`src/design/rcd_pkg.sv`:
```
`timescale 1ns / 1ps
// ----------------------------------------------------------------------------
// rcd_pkg
// Shared widths, codes and types of the region change detector.
// ----------------------------------------------------------------------------
package rcd_pkg;

    // Reference store and sampling grid
    localparam int REF_DEPTH = 4096;
    localparam int REF_AW    = $clog2(REF_DEPTH);
    localparam int STEP_X    = 1;
    localparam int STEP_Y    = 1;

    // Field widths
    localparam int COORD_W    = 12;
    localparam int CHAN_W     = 8;
    localparam int INT_W      = 10;
    localparam int TOL_W      = 10;
    localparam int PCT_W      = 8;
    localparam int CNT_W      = 13;
    localparam int CFG_IDX_W  = 4;
    localparam int CFG_DATA_W = 12;

    // Offset arithmetic: row times width plus column
    localparam int PROD_W = 2 * COORD_W;
    localparam int OFF_W  = PROD_W + 1;

    // Grid test by reciprocal multiplication, exact for 12-bit values and steps up to 16
    localparam int GRID_SHIFT   = 18;
    localparam int RECIP_W      = GRID_SHIFT + 1;
    localparam int QPROD_W      = COORD_W + RECIP_W;
    localparam int GRID_RECIP_X = (1 << GRID_SHIFT) / STEP_X + 1;
    localparam int GRID_RECIP_Y = (1 << GRID_SHIFT) / STEP_Y + 1;

    // Judgement arithmetic
    localparam int PCT_SCALE = 100;
    localparam int PROD_A_W  = CNT_W + 7;
    localparam int PROD_B_W  = PCT_W + 1 + CNT_W;
    localparam logic [CNT_W-1:0] CNT_MAX = {CNT_W{1'b1}};

    // Queue between front and back
    localparam int QUEUE_DEPTH = 4;
    localparam int QPTR_W      = $clog2(QUEUE_DEPTH);

    // Operation codes
    localparam logic OP_CAPTURE = 1'b0;
    localparam logic OP_COMPARE = 1'b1;

    // Register indexes
    localparam logic [CFG_IDX_W-1:0] REG_LEFT      = 4'd0;
    localparam logic [CFG_IDX_W-1:0] REG_TOP       = 4'd1;
    localparam logic [CFG_IDX_W-1:0] REG_RIGHT     = 4'd2;
    localparam logic [CFG_IDX_W-1:0] REG_BOTTOM    = 4'd3;
    localparam logic [CFG_IDX_W-1:0] REG_TOL_BELOW = 4'd4;
    localparam logic [CFG_IDX_W-1:0] REG_TOL_ABOVE = 4'd5;
    localparam logic [CFG_IDX_W-1:0] REG_PERCENT   = 4'd6;
    localparam logic [CFG_IDX_W-1:0] REG_COLOR     = 4'd7;

    // Configuration as seen by front and back
    typedef struct packed {
        logic [COORD_W-1:0] left;
        logic [COORD_W-1:0] top;
        logic [COORD_W-1:0] right;
        logic [COORD_W-1:0] bottom;
        logic [TOL_W-1:0]   tol_below;
        logic [TOL_W-1:0]   tol_above;
        logic [PCT_W-1:0]   percent;
        logic               color_mode;
    } rcd_cfg_t;

    // Register values after reset: all zero but color mode
    localparam rcd_cfg_t CFG_RESET = '{
        left: '0, top: '0, right: '0, bottom: '0,
        tol_below: '0, tol_above: '0, percent: '0, color_mode: 1'b1
    };

    // Classified pixel handed from front to back
    typedef struct packed {
        logic              op;
        logic              last;
        logic              sampled;
        logic [REF_AW-1:0] idx;
        logic [INT_W-1:0]  cur;
    } rcd_item_t;

endpackage

```
`src/design/rcd_queue.sv`:
```
`timescale 1ns / 1ps
// ----------------------------------------------------------------------------
// rcd_queue
// Short queue of classified pixels between front and back.
// ----------------------------------------------------------------------------
module rcd_queue (
    input  logic               clk,
    input  logic               rst_n,
    input  logic               push,
    input  rcd_pkg::rcd_item_t push_item,
    input  logic               pop,
    output rcd_pkg::rcd_item_t head_item,
    output logic               full,
    output logic               empty
);
    import rcd_pkg::*;

    rcd_item_t           entry_reg [QUEUE_DEPTH];
    logic [QPTR_W-1:0]   wr_ptr_reg, wr_ptr_next;
    logic [QPTR_W-1:0]   rd_ptr_reg, rd_ptr_next;
    logic [QPTR_W:0]     count_reg, count_next;
    logic                do_push, do_pop;

    assign full      = count_reg == (QPTR_W + 1)'(QUEUE_DEPTH);
    assign empty     = count_reg == '0;
    assign do_push   = push && !full;
    assign do_pop    = pop && !empty;
    assign head_item = entry_reg[rd_ptr_reg];

    // Advance pointers and fill level
    always_comb
    begin
        wr_ptr_next = do_push ? wr_ptr_reg + 1'b1 : wr_ptr_reg;
        rd_ptr_next = do_pop ? rd_ptr_reg + 1'b1 : rd_ptr_reg;
        count_next  = count_reg;
        if (do_push && !do_pop)
        begin
            count_next = count_reg + 1'b1;
        end
        else if (do_pop && !do_push)
        begin
            count_next = count_reg - 1'b1;
        end
    end

    always_ff @(posedge clk or negedge rst_n)
    begin
        if (!rst_n)
        begin
            wr_ptr_reg <= '0;
            rd_ptr_reg <= '0;
            count_reg  <= '0;
        end
        else
        begin
            wr_ptr_reg <= wr_ptr_next;
            rd_ptr_reg <= rd_ptr_next;
            count_reg  <= count_next;
        end
    end

    // Store the pushed request
    always_ff @(posedge clk)
    begin
        if (do_push)
        begin
            entry_reg[wr_ptr_reg] <= push_item;
        end
    end

endmodule

```
`config.mk`:
```
export PLATFORM = sky130hd
export DESIGN_NAME = rcd_queue
export DESIGN_NICKNAME = d
export VERILOG_FILES = /design/src/design/rcd_pkg.sv /design/src/design/rcd_queue.sv
export SDC_FILE = /design/constraint.sdc
export NUM_CORES = 1
export LEC_CHECK = 0
export BUFFER_PORTS_ARGS = -buffer_cell sky130_fd_sc_hd__buf_2
export CORE_ASPECT_RATIO = 1.1
export CORE_MARGIN = 10
export CORE_UTILIZATION = 42
export CTS_BUF_LIST = sky130_fd_sc_hd__clkbuf_8
export DETAILED_ROUTE_END_ITERATION = 7
export PLACE_DENSITY = 0.65
export SYNTH_ARGS = -nofsm -noshare
export SYNTH_HDL_FRONTEND = slang
export SYNTH_SLANG_ARGS = --single-unit
```
`constraint.sdc`:
```
create_clock -name clk -period 5.9 [get_ports clk]
set_clock_uncertainty 0.05 [all_clocks]
set_input_delay 0.885 -clock clk [delete_from_list [all_inputs] [get_ports clk]]
set_output_delay 0.885 -clock clk [all_outputs]
set_load 0.02 [all_outputs]
```
# After elaboration in Yosys (flattened, before gate mapping)
# Memories as Yosys holds them, arrays and structs flattened.
# Cells that the tools add are included.
# Widths: inputs -> output; s select.
classes:
  addsub: 4
  eq_ne: 1
  n_mux: 4
  n_reduce_logical: 10
op_table:
  columns: ["op", "n"]
  rows:
  - ["$mux 3", 2]
  - ["$add 2x1->2 const B", 2]
  - ["$logic_and 1x1->1", 4]
  - ["$logic_not 1->1", 4]
  - ["$add 3x1->3 const B", 1]
  - ["$eq 3x3->1 const B", 1]
  - ["$logic_not 3->1", 1]
  - ["$sub 3x1->3 const B", 1]
  - ["$mux 1", 2]
  - ["$reduce_bool 2->1", 1]
word_totals:
  ff_bits: 7
  mem_bits_rw: 100
  in_bits: 29
  out_inout_bits: 27
  wordCells: 23
  memories: 1
memory_table:
  columns: ["memory", "depth", "width", "read_ports", "rd_ports_with_merged_regs", "write_ports", "line", "rtl"]
  rows:
  - ["entry_reg", 4, 25, 1, 0, 1, "rcd_queue.sv:18", "rcd_item_t entry_reg [QUEUE_DEPTH];"]

# Logic depth before layout (Yosys ltp)
logic_depth:
  depth_word: 7
  mapped_depth: 9
  ltp_nobuf: 8

# Worst setup path after synthesis
# Ideal clock, no wire load.
synth_path:
  path_kind: "in2reg"
  startpoint: "input push"
  endpoint: "register count_reg[2]"
  arrival_time_ns: 2.112
  slack_ns: 3.659
  path_stages: 8
  path_cell_list: "nor2b_1 > buf_6 > ha_1 > inv_1 > fa_1 > xor2_1 > nor2_1 > xor2_1"
synth_between:
  elab_chain_cells: 4
synth_rtl:
  columns: ["item", "line", "rtl"]
  rows:
  - ["start: declaration", "rcd_queue.sv:9", "input logic push,"]
  - ["$logic_and 1x1->1 *", "rcd_queue.sv:26", "assign do_push = push && !full;"]
  - ["named net do_push", "rcd_queue.sv:22", "logic do_push, do_pop;"]
  - ["$logic_not 1->1", "rcd_queue.sv:40", "else if (do_pop && !do_push)"]
  - ["$logic_and 1x1->1", "rcd_queue.sv:40", null]
  - ["$reduce_bool 2->1 (no line)", null, null]
  - ["end signal: assignment", "rcd_queue.sv:58", "count_reg <= count_next;"]
  - ["end: declaration", "rcd_queue.sv:21", "logic [QPTR_W:0] count_reg, count_next;"]
# The timed path passes the listed nets; every way through them passes the cells marked *.
# A chain may end at the register's enable or synchronous reset.

==> flow_summary.ini <==
[placed_design]
gp_congestion = 0.664
dp_worst_setup_slack_ns = 3.12
io_buffer_count = 55
placed_cells = 337
dp_hpwl_mm = 4.49

[layout]
layout-drive-gt1-share_pct = 41.1
fin_cells = 353
layout.nets = 266
largest_reg_flops = 100
antennaDiodeCount = 0
area_growth_pct = 13.6

[worst_hold_path]
min_path_type = in -> async

[sta]
finalCritPeriodShare_pct = 52.2
setup_ws_ns = 2.82
slew_headroom_pct = 41.1
setup-violations-final = 0
setup_tns_ns = 0
max_freq_mhz = 324
tightest_slew_ns = 0.883
period_minus_slack_ns = 3.08
hold_viol = 0
rsz0062_at_grt = no
whs_ns = 0.290
slew_violations = 0

[global_route]
antenna_found_initial = 0
grt_pass1_wl_mm = 11.0
gr-total-overflow = 0
grt_pass1_vias = 1974
grt_max_degree = 28
grt_use_total_pct = 10.4

[floorplanning]
floorplan.die_area_sq_um = 14100
die_w_microns = 114
start_util_pct = 43.2
core_sq_um = 9440
num_io_pins = 56
fp-row-count = 37
dieHeight_microns = 123

[critical_path]
worstSetupStartpointType = flop
rr_startpoint = count_reg[2]
cp_cell_sequence = mux4_1 > buf_2
path_buf_inv = 1
cp_top_family = flip-flops
cpPeakStageDelay_ns = 0.96
r2r_slack_ns = 3.65
critical_path.max_fanout = 27
ff2ff_path_depth = 8
worstPathArrival_ns = 2.15
cpMaxStageDelayCell = dfrtp_2
critPathKind = reg -> out
r2r_end = count_reg[2]
cp.required_ns = 4.97
crit_path_end_kind = primary output

[synthesis]
synth_nets = 202
yosysWarnings = 0
synth.avg_cell_area_sq_um = 24.5
syn-cell-area_sq_um = 4080
synth_area_leaders = edfxtp_1, mux4_2, mux4_1
ys_types = 21
yosys_register_bits = 107
ys_seq_area_share_pct = 77.8
netlist_instances = 167
yosys.area.top_type = edfxtp_1
synth_top_cell_area_share_pct = 73.5

[routing]
wl_per_cell_microns = 19.9
viasPerCell = 5.07
drt_iter0_drc = 105
ant_nets = 0
drc_errors = 0
via_count = 1790
drtPass1Iterations = 4
finalWirelength_mm = 7.03

[run_status]
outcome = finished clean

[clock_network]
clock-sinks = 107
cts_max_path_buffers = 2
cts_setup_buffers = 0
cts_made_buffers = 9
htree_levels = 3
ctsResizeCount = 0
cts_hold_buf = 0
clkTransAtPathRegs_ns = 0.10
clk_latency_ns = 0.36
cts_tree = yes
cts-root-buf = clkbuf_8

[power_and_ir_drop]
pwr_density_cell_nw_per_um2 = 485
p_leak_nw = 1.64
ir_drop_v = 0.000208

[job]
drv_cap = 0
-- per-stage QoR --
| step | area (sq um) | utilization [%] | power [W] |
|---|---|---|---|
| global route | 4640 | 49.1 | 0.00238 |
| floorplan | 4080 | - | 0.00167 |
| finish | 4640 | 49.1 | 0.00225 |
| CTS | 4640 | 49.1 | 0.00230 |
| global placement | 4470 | 47.3 | 0.00188 |
| detailed placement | 4470 | 47.3 | 0.00190 |
-- routing by layer --
metal / global-route usage [%] / vias to the layer above / share of wire, % / wire, microns
li1: - / 814 / - / -
met1: 12.4 / 924 / 44 / 3090
met2: 16.8 / 40 / 48 / 3400
met3: 2.86 / 12 / 5.5 / 384
met4: 5.41 / 0 / 2.2 / 154
met5: 0 / - / 0 / 0
-- cell usage in the layout (no fill, tap or decap) --
master	instances
and2_1	4
buf_4	5
clkbuf_8	9
mux2_4	1
mux4_1	7
nand2_1	1
xnor2_1	4
nand3_1	1
mux2_2	1
or3_1	1
dfrtp_2	1
xor2_1	2
nor2_1	1
mux4_2	18
buf_2	55
fa_1	1
clkinv_2	1
dfrtp_1	6
ha_1	5
clkinvlp_4	2
edfxtp_1	100
inv_6	3
nor3b_2	1
inv_1	5
nor2b_1	1
-- cell families (layout without fill, tap and decap cells) --
family	after synthesis	after routing	synth area share (%)
DFF	107	107	77.8
muxes	27	27	15.1
buffers and inverters	11	80	2.27
and+or+nand+nor	10	10	1.53
adders and majority gates	6	6	2.02
xor gates and xnor gates	6	6	1.29
-- cell usage after synthesis --
cell type and number:
and2_1 4, buf_12 2, buf_2 3, buf_6 2, dfrtp_1 7, edfxtp_1 100
fa_1 1, ha_1 5, inv_1 4, mux2_2 1, mux2_4 1, mux4_1 7
mux4_2 18, nand2_1 1, nand3_1 1, nor2_1 1, nor2b_1 1, nor3b_2 1
or3_1 1, xnor2_1 4, xor2_1 2
-- power breakdown --
part           leakage [nW]  total, W  switching [W]  internal (W)
logic                 0.557  0.000730       0.000402      0.000328
registers             0.997   0.00112       0.000111       0.00101
clock network        0.0878  0.000400       0.000245      0.000156
total                  1.64   0.00225       0.000758       0.00149
-- layout make-up --
class / instances / area [sq um]
clock buffer: 9 / 124
clock inverter: 7 / 50.0
fill: 795 / 4800
inverter: 4 / 15.0
multi-input combinational: 49 / 813
sequential: 107 / 3180
tap: 117 / 146
timing repair buffer: 60 / 313
-- worst max-delay path by stage --
stage                     to  depth (start not counted)  slack, ns           from
2_1_floorplan   count_reg[2]                          8       3.66           push
3_3_place_gp    head_item[9]                          2       3.15  rd_ptr_reg[0]
3_5_place_dp   head_item[18]                          2       3.12  rd_ptr_reg[0]
4_1_cts        head_item[18]                          2       2.70  rd_ptr_reg[0]
5_1_grt        head_item[21]                          2       2.62  rd_ptr_reg[0]
6_report       head_item[18]                          2       2.82  rd_ptr_reg[0]
(Power assumes the default switching activity.)
