==> config.mk <==
export PLATFORM = sky130hd
export DESIGN_NAME = rcd_front_flat
export DESIGN_NICKNAME = d
export VERILOG_FILES = /design/src/design/rcd_pkg.sv /design/src/design/rcd_pixel_if.sv /design/src/design/rcd_front.sv /design/src/flat_wrapper.sv
export SDC_FILE = /design/constraint.sdc
export NUM_CORES = 1
export LEC_CHECK = 0
export BUFFER_PORTS_ARGS = -buffer_cell sky130_fd_sc_hd__buf_2
export CAP_MARGIN = 20
export CORE_MARGIN = 10
export CORE_UTILIZATION = 50
export CTS_BUF_LIST = sky130_fd_sc_hd__clkbuf_16
export DETAILED_ROUTE_END_ITERATION = 10
export PLACE_DENSITY = 0.77
export SLEW_MARGIN = 0
export SYNTH_ARGS = -nofsm -noshare
export SYNTH_HDL_FRONTEND = slang
export SYNTH_SLANG_ARGS = --single-unit
==> constraint.sdc <==
create_clock -name clk -period 9.45 [get_ports clk]
set_input_delay 1.4175 -clock clk [delete_from_list [all_inputs] [get_ports clk]]
set_output_delay 1.4175 -clock clk [all_outputs]
set_load 0.03 [all_outputs]
==> src/design/rcd_pkg.sv <==
`timescale 1ns / 1ps
// ----------------------------------------------------------------------------
// rcd_pkg
// Shared widths, codes and types of the region change detector.
// ----------------------------------------------------------------------------
package rcd_pkg;

    // Reference store and sampling grid
    localparam int REF_DEPTH = 4096;
    localparam int REF_AW    = $clog2(REF_DEPTH);
    localparam int STEP_X    = 1;
    localparam int STEP_Y    = 1;

    // Field widths
    localparam int COORD_W    = 12;
    localparam int CHAN_W     = 8;
    localparam int INT_W      = 10;
    localparam int TOL_W      = 10;
    localparam int PCT_W      = 8;
    localparam int CNT_W      = 13;
    localparam int CFG_IDX_W  = 4;
    localparam int CFG_DATA_W = 12;

    // Offset arithmetic: row times width plus column
    localparam int PROD_W = 2 * COORD_W;
    localparam int OFF_W  = PROD_W + 1;

    // Grid test by reciprocal multiplication, exact for 12-bit values and steps up to 16
    localparam int GRID_SHIFT   = 18;
    localparam int RECIP_W      = GRID_SHIFT + 1;
    localparam int QPROD_W      = COORD_W + RECIP_W;
    localparam int GRID_RECIP_X = (1 << GRID_SHIFT) / STEP_X + 1;
    localparam int GRID_RECIP_Y = (1 << GRID_SHIFT) / STEP_Y + 1;

    // Judgement arithmetic
    localparam int PCT_SCALE = 100;
    localparam int PROD_A_W  = CNT_W + 7;
    localparam int PROD_B_W  = PCT_W + 1 + CNT_W;
    localparam logic [CNT_W-1:0] CNT_MAX = {CNT_W{1'b1}};

    // Queue between front and back
    localparam int QUEUE_DEPTH = 4;
    localparam int QPTR_W      = $clog2(QUEUE_DEPTH);

    // Operation codes
    localparam logic OP_CAPTURE = 1'b0;
    localparam logic OP_COMPARE = 1'b1;

    // Register indexes
    localparam logic [CFG_IDX_W-1:0] REG_LEFT      = 4'd0;
    localparam logic [CFG_IDX_W-1:0] REG_TOP       = 4'd1;
    localparam logic [CFG_IDX_W-1:0] REG_RIGHT     = 4'd2;
    localparam logic [CFG_IDX_W-1:0] REG_BOTTOM    = 4'd3;
    localparam logic [CFG_IDX_W-1:0] REG_TOL_BELOW = 4'd4;
    localparam logic [CFG_IDX_W-1:0] REG_TOL_ABOVE = 4'd5;
    localparam logic [CFG_IDX_W-1:0] REG_PERCENT   = 4'd6;
    localparam logic [CFG_IDX_W-1:0] REG_COLOR     = 4'd7;

    // Configuration as seen by front and back
    typedef struct packed {
        logic [COORD_W-1:0] left;
        logic [COORD_W-1:0] top;
        logic [COORD_W-1:0] right;
        logic [COORD_W-1:0] bottom;
        logic [TOL_W-1:0]   tol_below;
        logic [TOL_W-1:0]   tol_above;
        logic [PCT_W-1:0]   percent;
        logic               color_mode;
    } rcd_cfg_t;

    // Register values after reset: all zero but color mode
    localparam rcd_cfg_t CFG_RESET = '{
        left: '0, top: '0, right: '0, bottom: '0,
        tol_below: '0, tol_above: '0, percent: '0, color_mode: 1'b1
    };

    // Classified pixel handed from front to back
    typedef struct packed {
        logic              op;
        logic              last;
        logic              sampled;
        logic [REF_AW-1:0] idx;
        logic [INT_W-1:0]  cur;
    } rcd_item_t;

endpackage

==> src/design/rcd_pixel_if.sv <==
`timescale 1ns / 1ps
// ----------------------------------------------------------------------------
// rcd_pixel_if
// Pixel request channel: operation, coordinates, color and frame end.
// ----------------------------------------------------------------------------
interface rcd_pixel_if;
    import rcd_pkg::*;

    logic               valid;
    logic               ready;
    logic               operation;
    logic [COORD_W-1:0] pixel_x;
    logic [COORD_W-1:0] pixel_y;
    logic [CHAN_W-1:0]  pixel_red;
    logic [CHAN_W-1:0]  pixel_green;
    logic [CHAN_W-1:0]  pixel_blue;
    logic               frame_end;

    modport source (
        output valid, operation, pixel_x, pixel_y, pixel_red, pixel_green,
               pixel_blue, frame_end,
        input  ready
    );

    modport sink (
        input  valid, operation, pixel_x, pixel_y, pixel_red, pixel_green,
               pixel_blue, frame_end,
        output ready
    );
endinterface

==> src/design/rcd_front.sv <==
`timescale 1ns / 1ps
// ----------------------------------------------------------------------------
// rcd_front
// Accepts pixels, tests rectangle and grid, forms store offset and intensity.
// ----------------------------------------------------------------------------
module rcd_front (
    input  logic               clk,
    input  logic               rst_n,
    input  rcd_pkg::rcd_cfg_t  cfg,
    rcd_pixel_if.sink          pixels,
    output rcd_pkg::rcd_item_t push_item,
    output logic               push,
    input  logic               q_full
);
    import rcd_pkg::*;

    logic front_en;
    logic accept;

    // Stage 1: rectangle test, relative position, intensity
    logic               s1_valid_reg, s1_valid_next;
    logic               s1_op_reg, s1_last_reg, s1_inside_reg;
    logic [COORD_W-1:0] s1_dx_reg, s1_dy_reg, s1_w_reg;
    logic [INT_W-1:0]   s1_cur_reg;
    logic               s1_inside_next;
    logic [COORD_W-1:0] s1_dx_next, s1_dy_next, s1_w_next;
    logic [INT_W-1:0]   s1_cur_next;

    // Stage 2: grid quotients and row offset product
    logic               s2_valid_reg, s2_valid_next;
    logic               s2_op_reg, s2_last_reg, s2_inside_reg;
    logic [COORD_W-1:0] s2_dx_reg, s2_dy_reg, s2_qx_reg, s2_qy_reg;
    logic [PROD_W-1:0]  s2_prod_reg;
    logic [INT_W-1:0]   s2_cur_reg;
    logic [QPROD_W-1:0] qx_prod, qy_prod;
    logic [PROD_W-1:0]  s2_prod_next;

    // Push stage: grid check and store bound
    logic [PROD_W-1:0] grid_x, grid_y;
    logic [OFF_W-1:0]  offset;
    logic              on_grid, in_store;

    // Stall the whole front only when its last stage cannot push
    assign front_en     = !s2_valid_reg || !q_full;
    assign pixels.ready = front_en;
    assign accept       = pixels.valid && front_en;

    // Classify the incoming pixel
    assign s1_inside_next = (pixels.pixel_x >= cfg.left) && (pixels.pixel_x < cfg.right) &&
                            (pixels.pixel_y >= cfg.top) && (pixels.pixel_y < cfg.bottom);
    assign s1_dx_next     = pixels.pixel_x - cfg.left;
    assign s1_dy_next     = pixels.pixel_y - cfg.top;
    assign s1_w_next      = cfg.right - cfg.left;
    assign s1_cur_next    = cfg.color_mode
                          ? INT_W'(pixels.pixel_red) + INT_W'(pixels.pixel_green)
                            + INT_W'(pixels.pixel_blue)
                          : INT_W'(pixels.pixel_red);
    assign s1_valid_next  = front_en ? accept : s1_valid_reg;

    // Quotients by the grid steps and row times width
    assign qx_prod       = QPROD_W'(s1_dx_reg) * QPROD_W'(GRID_RECIP_X);
    assign qy_prod       = QPROD_W'(s1_dy_reg) * QPROD_W'(GRID_RECIP_Y);
    assign s2_prod_next  = PROD_W'(s1_dy_reg) * PROD_W'(s1_w_reg);
    assign s2_valid_next = front_en ? s1_valid_reg : s2_valid_reg;

    // Valid bits
    always_ff @(posedge clk or negedge rst_n)
    begin
        if (!rst_n)
        begin
            s1_valid_reg <= 1'b0;
            s2_valid_reg <= 1'b0;
        end
        else
        begin
            s1_valid_reg <= s1_valid_next;
            s2_valid_reg <= s2_valid_next;
        end
    end

    // Advance the payload
    always_ff @(posedge clk)
    begin
        if (front_en)
        begin
            s1_op_reg     <= pixels.operation;
            s1_last_reg   <= pixels.frame_end;
            s1_inside_reg <= s1_inside_next;
            s1_dx_reg     <= s1_dx_next;
            s1_dy_reg     <= s1_dy_next;
            s1_w_reg      <= s1_w_next;
            s1_cur_reg    <= s1_cur_next;

            s2_op_reg     <= s1_op_reg;
            s2_last_reg   <= s1_last_reg;
            s2_inside_reg <= s1_inside_reg;
            s2_dx_reg     <= s1_dx_reg;
            s2_dy_reg     <= s1_dy_reg;
            s2_qx_reg     <= qx_prod[GRID_SHIFT +: COORD_W];
            s2_qy_reg     <= qy_prod[GRID_SHIFT +: COORD_W];
            s2_prod_reg   <= s2_prod_next;
            s2_cur_reg    <= s1_cur_reg;
        end
    end

    // On the grid when the quotient times the step gives back the distance
    assign grid_x   = PROD_W'(s2_qx_reg) * PROD_W'(STEP_X);
    assign grid_y   = PROD_W'(s2_qy_reg) * PROD_W'(STEP_Y);
    assign on_grid  = (grid_x == PROD_W'(s2_dx_reg)) && (grid_y == PROD_W'(s2_dy_reg));
    assign offset   = OFF_W'(s2_prod_reg) + OFF_W'(s2_dx_reg);
    assign in_store = offset < OFF_W'(REF_DEPTH);

    // Hand the classified pixel to the queue
    assign push              = s2_valid_reg && !q_full;
    assign push_item.op      = s2_op_reg;
    assign push_item.last    = s2_last_reg;
    assign push_item.sampled = s2_inside_reg && on_grid && in_store;
    assign push_item.idx     = offset[REF_AW-1:0];
    assign push_item.cur     = s2_cur_reg;

endmodule

==> src/flat_wrapper.sv <==
// flat-port wrapper written by rule: the top's interface ports become plain ports
module rcd_front_flat import rcd_pkg::*;
  (clk, rst_n, cfg, push_item, push, q_full, pixels_valid, pixels_operation, pixels_pixel_x, pixels_pixel_y, pixels_pixel_red, pixels_pixel_green, pixels_pixel_blue, pixels_frame_end, pixels_ready);
  rcd_pixel_if pixels_i ();
  input  logic clk;
  input  logic rst_n;
  input  rcd_pkg::rcd_cfg_t cfg;
  output rcd_pkg::rcd_item_t push_item;
  output logic push;
  input  logic q_full;
  input wire logic [$bits(pixels_i.valid)-1:0] pixels_valid;
  input wire logic [$bits(pixels_i.operation)-1:0] pixels_operation;
  input wire logic [$bits(pixels_i.pixel_x)-1:0] pixels_pixel_x;
  input wire logic [$bits(pixels_i.pixel_y)-1:0] pixels_pixel_y;
  input wire logic [$bits(pixels_i.pixel_red)-1:0] pixels_pixel_red;
  input wire logic [$bits(pixels_i.pixel_green)-1:0] pixels_pixel_green;
  input wire logic [$bits(pixels_i.pixel_blue)-1:0] pixels_pixel_blue;
  input wire logic [$bits(pixels_i.frame_end)-1:0] pixels_frame_end;
  output wire logic [$bits(pixels_i.ready)-1:0] pixels_ready;
  assign pixels_i.valid = pixels_valid;
  assign pixels_i.operation = pixels_operation;
  assign pixels_i.pixel_x = pixels_pixel_x;
  assign pixels_i.pixel_y = pixels_pixel_y;
  assign pixels_i.pixel_red = pixels_pixel_red;
  assign pixels_i.pixel_green = pixels_pixel_green;
  assign pixels_i.pixel_blue = pixels_pixel_blue;
  assign pixels_i.frame_end = pixels_frame_end;
  assign pixels_ready = pixels_i.ready;
  rcd_front u_core (.clk(clk), .rst_n(rst_n), .cfg(cfg), .pixels(pixels_i), .push_item(push_item), .push(push), .q_full(q_full));
endmodule
=== Yosys cells after proc, flatten, opt, wreduce, memory -nomap -nowiden ===
Index checks and enable logic that the tools add are counted.

* Add/subtract/negate cells: 6
* Multiply operators: 3
* $lt $le $gt $ge: 5
* Equality and inequality tests: 2
* Mux-type cells: 1
* Reductions and logical operators: 11

{| class="wikitable"
|+ Operators with widths
! operator !! number
|-
| 12-bit by 19-bit multiplier with 30-bit output (second input constant) || 2
|-
| 12-bit subtractor || 3
|-
| 24-bit by 12-bit adder with 25-bit output || 1
|-
| 25-bit by 13-bit < comparator with 1-bit output (second input constant) || 1
|-
| 12-bit == test || 2
|-
| 12-bit >= comparator || 2
|-
| 12-bit < comparator || 2
|-
| 12-bit by 12-bit multiplier with 24-bit output || 1
|-
| 9-bit by 8-bit adder with 10-bit output || 1
|-
| 8-bit by 8-bit adder with 9-bit output || 1
|-
| 1-bit logical AND || 8
|-
| 8-bit 2-to-1 mux || 1
|-
| 1-bit logical NOT || 2
|-
| 1-bit logical OR || 1
|}

* Register bits: 136
* Input bits: 131

=== Logic depth before layout (Yosys ltp) ===
* Depth in word-level cells: 4
* Gate-level depth with buffers: 21

=== Least setup slack after synthesis ===
No wires, ideal clock.

* Path kind: register to register
* Start: register u_core.s1_dy_reg[3]
* End: register u_core.s2_prod_reg[23], data pin
* Library setup time: 258 ps
* Data arrival time: 5209 ps
* Required time: 9192 ps
* Slack: 3983 ps
* Cell stages (with the launch flop): 21
* Buffers on the path: 1
* Path through: edfxtp_1 -> clkbuf_1 -> and2_1 -> fa_1 -> inv_1 -> fa_1 -> inv_1 -> fa_1 -> fa_1 -> inv_1 -> fa_1 -> inv_1 -> ha_1 -> nand3_1 -> o221ai_1 -> a31oi_2 -> a21oi_1 -> a211o_1 -> a221o_1 -> a21oi_2 -> xnor2_1

* Cells in the longest elaborated chain, start to end: 1

{| class="wikitable"
|+ Ends and longest elaborated chain
! element !! line !! source
|-
| from (decl) || rcd_front.sv:23 || <nowiki>logic [COORD_W-1:0] s1_dx_reg, s1_dy_reg, s1_w_reg;</nowiki>
|-
| from (signal assigned) || rcd_front.sv:90 || <nowiki>s1_dy_reg <= s1_dy_next;</nowiki>
|-
| 12-bit by 12-bit multiplier with 24-bit output || rcd_front.sv:63 || <nowiki>assign s2_prod_next = PROD_W'(s1_dy_reg) * PROD_W'(s1_w_reg);</nowiki>
|-
| via u_core.s2_prod_next[23] || rcd_front.sv:36 || <nowiki>logic [PROD_W-1:0] s2_prod_next;</nowiki>
|-
| to (signal assigned) || rcd_front.sv:101 || <nowiki>s2_prod_reg <= s2_prod_next;</nowiki>
|-
| to (decl) || rcd_front.sv:33 || <nowiki>logic [PROD_W-1:0] s2_prod_reg;</nowiki>
|}

The timed path passes the listed nets, and every way through them passes these cells.
A chain may end at the register's enable or synchronous reset.

=== Worst setup path in the final report ===
Ends and elaborated chain as after synthesis.

==> qor.yml <==
logic_synthesis:
  synth_top_cell_area_share: 0.265
  yosysWarnings: 0
  yosys.area.top_type: "edfxtp_1"
  synth_flop_cell: "edfxtp_1"
  synth.ff_latch_count: 100
  yosysMostFrequentCell: "inv_1"
  syn_nets: 1513
  yosys-top-cells-count: "inv_1 (222), ha_1 (138), nand2_1 (133), fa_1 (113), edfxtp_1 (98)"
  syn_area_per_cell_um2: 9.82
  seq_area_frac_synth: 0.270
  synth_edf_count: 98
  netlist_area_um2: 11100
  synthCells: 1131
  async_reset_ff_frac: 0.0200
  synth_area_leaders: "edfxtp_1 (27%), fa_1 (20%), ha_1 (16%), inv_1 (7.5%), nand2_1 (4.5%)"
  synth.distinct_cells: 65
grt:
  grt_max_degree: 71
  antenna_found_initial: 0
  grt_pass1_vias: 8521
  grt.total_usage: 0.169
  grt_pass1_wl_um: 40300
  gr-total-overflow: 0
detailed_routing:
  ant_nets: 0
  wl_per_cell_um: 15.3
  vias: 7998
  viasPerCell: 5.23
  wl_um: 23400
  drt_pass1_iterations: 4
  dr.first_iter.drc_count: 477
  drc: 0
worst_setup_path:
  worst-path-max-fanout: 12
  reg2reg_to: "u_core.s2_prod_reg[23]"
  reg2reg_slack_ps: 3550
  arrival_ps: 6000
  cp-start-kind: "flip-flop"
  reg2reg_from: "u_core.s1_dy_reg[3]"
  end_kind: "flip-flop"
  rr_worst_depth: 19
  worst_ep_required_time_ps: 9550
  worstSetupPathType: "flip-flop to flip-flop"
clock_network:
  cts_htree_levels: 3
  cts_tree: "done"
  ctsResizeCount: 0
  cts_made_buffers: 9
  clkTransAtPathRegs_ps: 80
  ctsHoldBuffers: 0
  cts_max_path_buffers: 2
  clkSinkCount: 100
  postCtsSetupRepairBufs: 0
  clk_latency_ps: 370
  clockRootBuffer: "clkbuf_16"
die:
  io_pins: 158
  start_util: 0.509
  die_y_um: 169
  design.die.area_um2: 28600
  core-area_um2: 21800
  fp.dieW_um: 169
  rows: 54
worst_hold_path:
  worstHoldPathType: "flip-flop to flip-flop"
  worstHoldPathCells: 0
  worstHoldStart: "u_core.s1_cur_reg[4]"
  hold_path_end: "u_core.s2_cur_reg[4]"
placed_design:
  io_buffers: 129
  dpl.hpwl_um: 19000
  place_congestion: 0.882
sta:
  drv_slew: 0
  fin_skew_ps: 17.0
  worst_pin_slew_ps: 839
  fmax_ghz: 0.170
  layout_min_cycle_time_ps: 5900
  hold_violations: 0
  max_slew_margin: 0.440
  period_share: 0.624
  tns_ps: 0
  setup_violations: 0
  grt_setup_unrepaired: "false"
finish:
  layout.nets: 1626
  antenna_cells: 0
  syn2layout_area_growth_pct: 10.9
  final_layout_size_suffix_gt1_frac: 0.137
  fillers: 1828
  largest_reg_flops: 24
run:
  cap_violations: 0
outcome:
  status: "completed"
## cell families (layout without fill, tap and decap cells)
logic type               after synthesis  in the layout  share of synthesized area
adder cells (fa/ha/maj)              251            251                      0.359
AO/OA/AOI/OAI                        160            160                     0.0975
AND/OR/NAND/NOR                      297            297                      0.129
XOR/XNOR                              61             61                     0.0481
buffers and inverters                250            368                     0.0852
multiplexers                          12             12                     0.0117
flip-flops                           100            100                      0.270
## through the flow
stage | util | area, um2 | std cells | setup WS [ps] | hold WS, ps
3_3_place_gp | 0.550 | 12000 | 1513 | 3640 | 400
5_1_grt | 0.564 | 12300 | 1529 | 3300 | 421
4_1_cts | 0.564 | 12300 | 1529 | 3600 | 421
3_5_place_dp | 0.550 | 12000 | 1513 | 3590 | 405
6_report | 0.564 | 12300 | 1529 | 3550 | 418
2_1_floorplan | - | 11100 | 1131 | 3980 | 400
## final cells by class
cell class / count / area, um2 / share of cell area
Inverter: 222 / 833 / 0.0677
Tap cell: 280 / 350 / 0.0284
Timing Repair Buffer: 130 / 653 / 0.0530
Clock buffer: 9 / 225 / 0.0183
Multi-Input combinational cell: 781 / 7170 / 0.582
Clock inverter: 7 / 88.8 / 0.00721
Sequential cell: 100 / 2990 / 0.243
## routing by layer
layer | GRT usage | wire length, um | up-vias
met5 | 0 | 0 | -
met4 | 0.0473 | 415 | 0
met3 | 0.0278 | 1380 | 35
met2 | 0.289 | 11300 | 235
met1 | 0.218 | 10300 | 3799
li1 | - | - | 3929
## cell usage in the layout (no fill, tap or decap), types with 18 or more instances in the layout
master / instances
inv_1: 222
ha_1: 138
nand2_1: 132
buf_2: 129
fa_1: 113
edfxtp_1: 98
and2_1: 51
a21oi_1: 49
xnor2_1: 47
nor2_1: 34
o21ai_0: 25
nor2b_1: 18
## worst max path at each step
stage / from / endpoint / slack (ps) / cells past startpoint
after floorplan: u_core.s1_dy_reg[3] / u_core.s2_prod_reg[23] / 3980 / 20
after global placement: u_core.s1_dy_reg[3] / u_core.s2_prod_reg[23] / 3640 / 19
after detailed placement: u_core.s1_dy_reg[3] / u_core.s2_prod_reg[23] / 3590 / 19
after CTS: u_core.s1_dy_reg[3] / u_core.s2_prod_reg[23] / 3600 / 19
after global routing: u_core.s1_dy_reg[3] / u_core.s2_prod_reg[23] / 3300 / 19
final: u_core.s1_dy_reg[3] / u_core.s2_prod_reg[23] / 3550 / 19
## critical path, cell delays in order (launching register included)
cell	delay [ps]
edfxtp_1	620
and2_1	290
fa_1	530
inv_1	50
fa_1	470
inv_1	50
fa_1	510
fa_1	540
inv_1	50
fa_1	520
inv_1	40
ha_1	380
nand3_1	110
o221ai_1	150
a31oi_2	290
a21oi_1	140
a211o_1	320
a221o_1	350
a21oi_2	150
xnor2_1	80
Power is not shown: default switching activity piles up to over one toggle a cycle in this logic, so the estimate is an artifact.
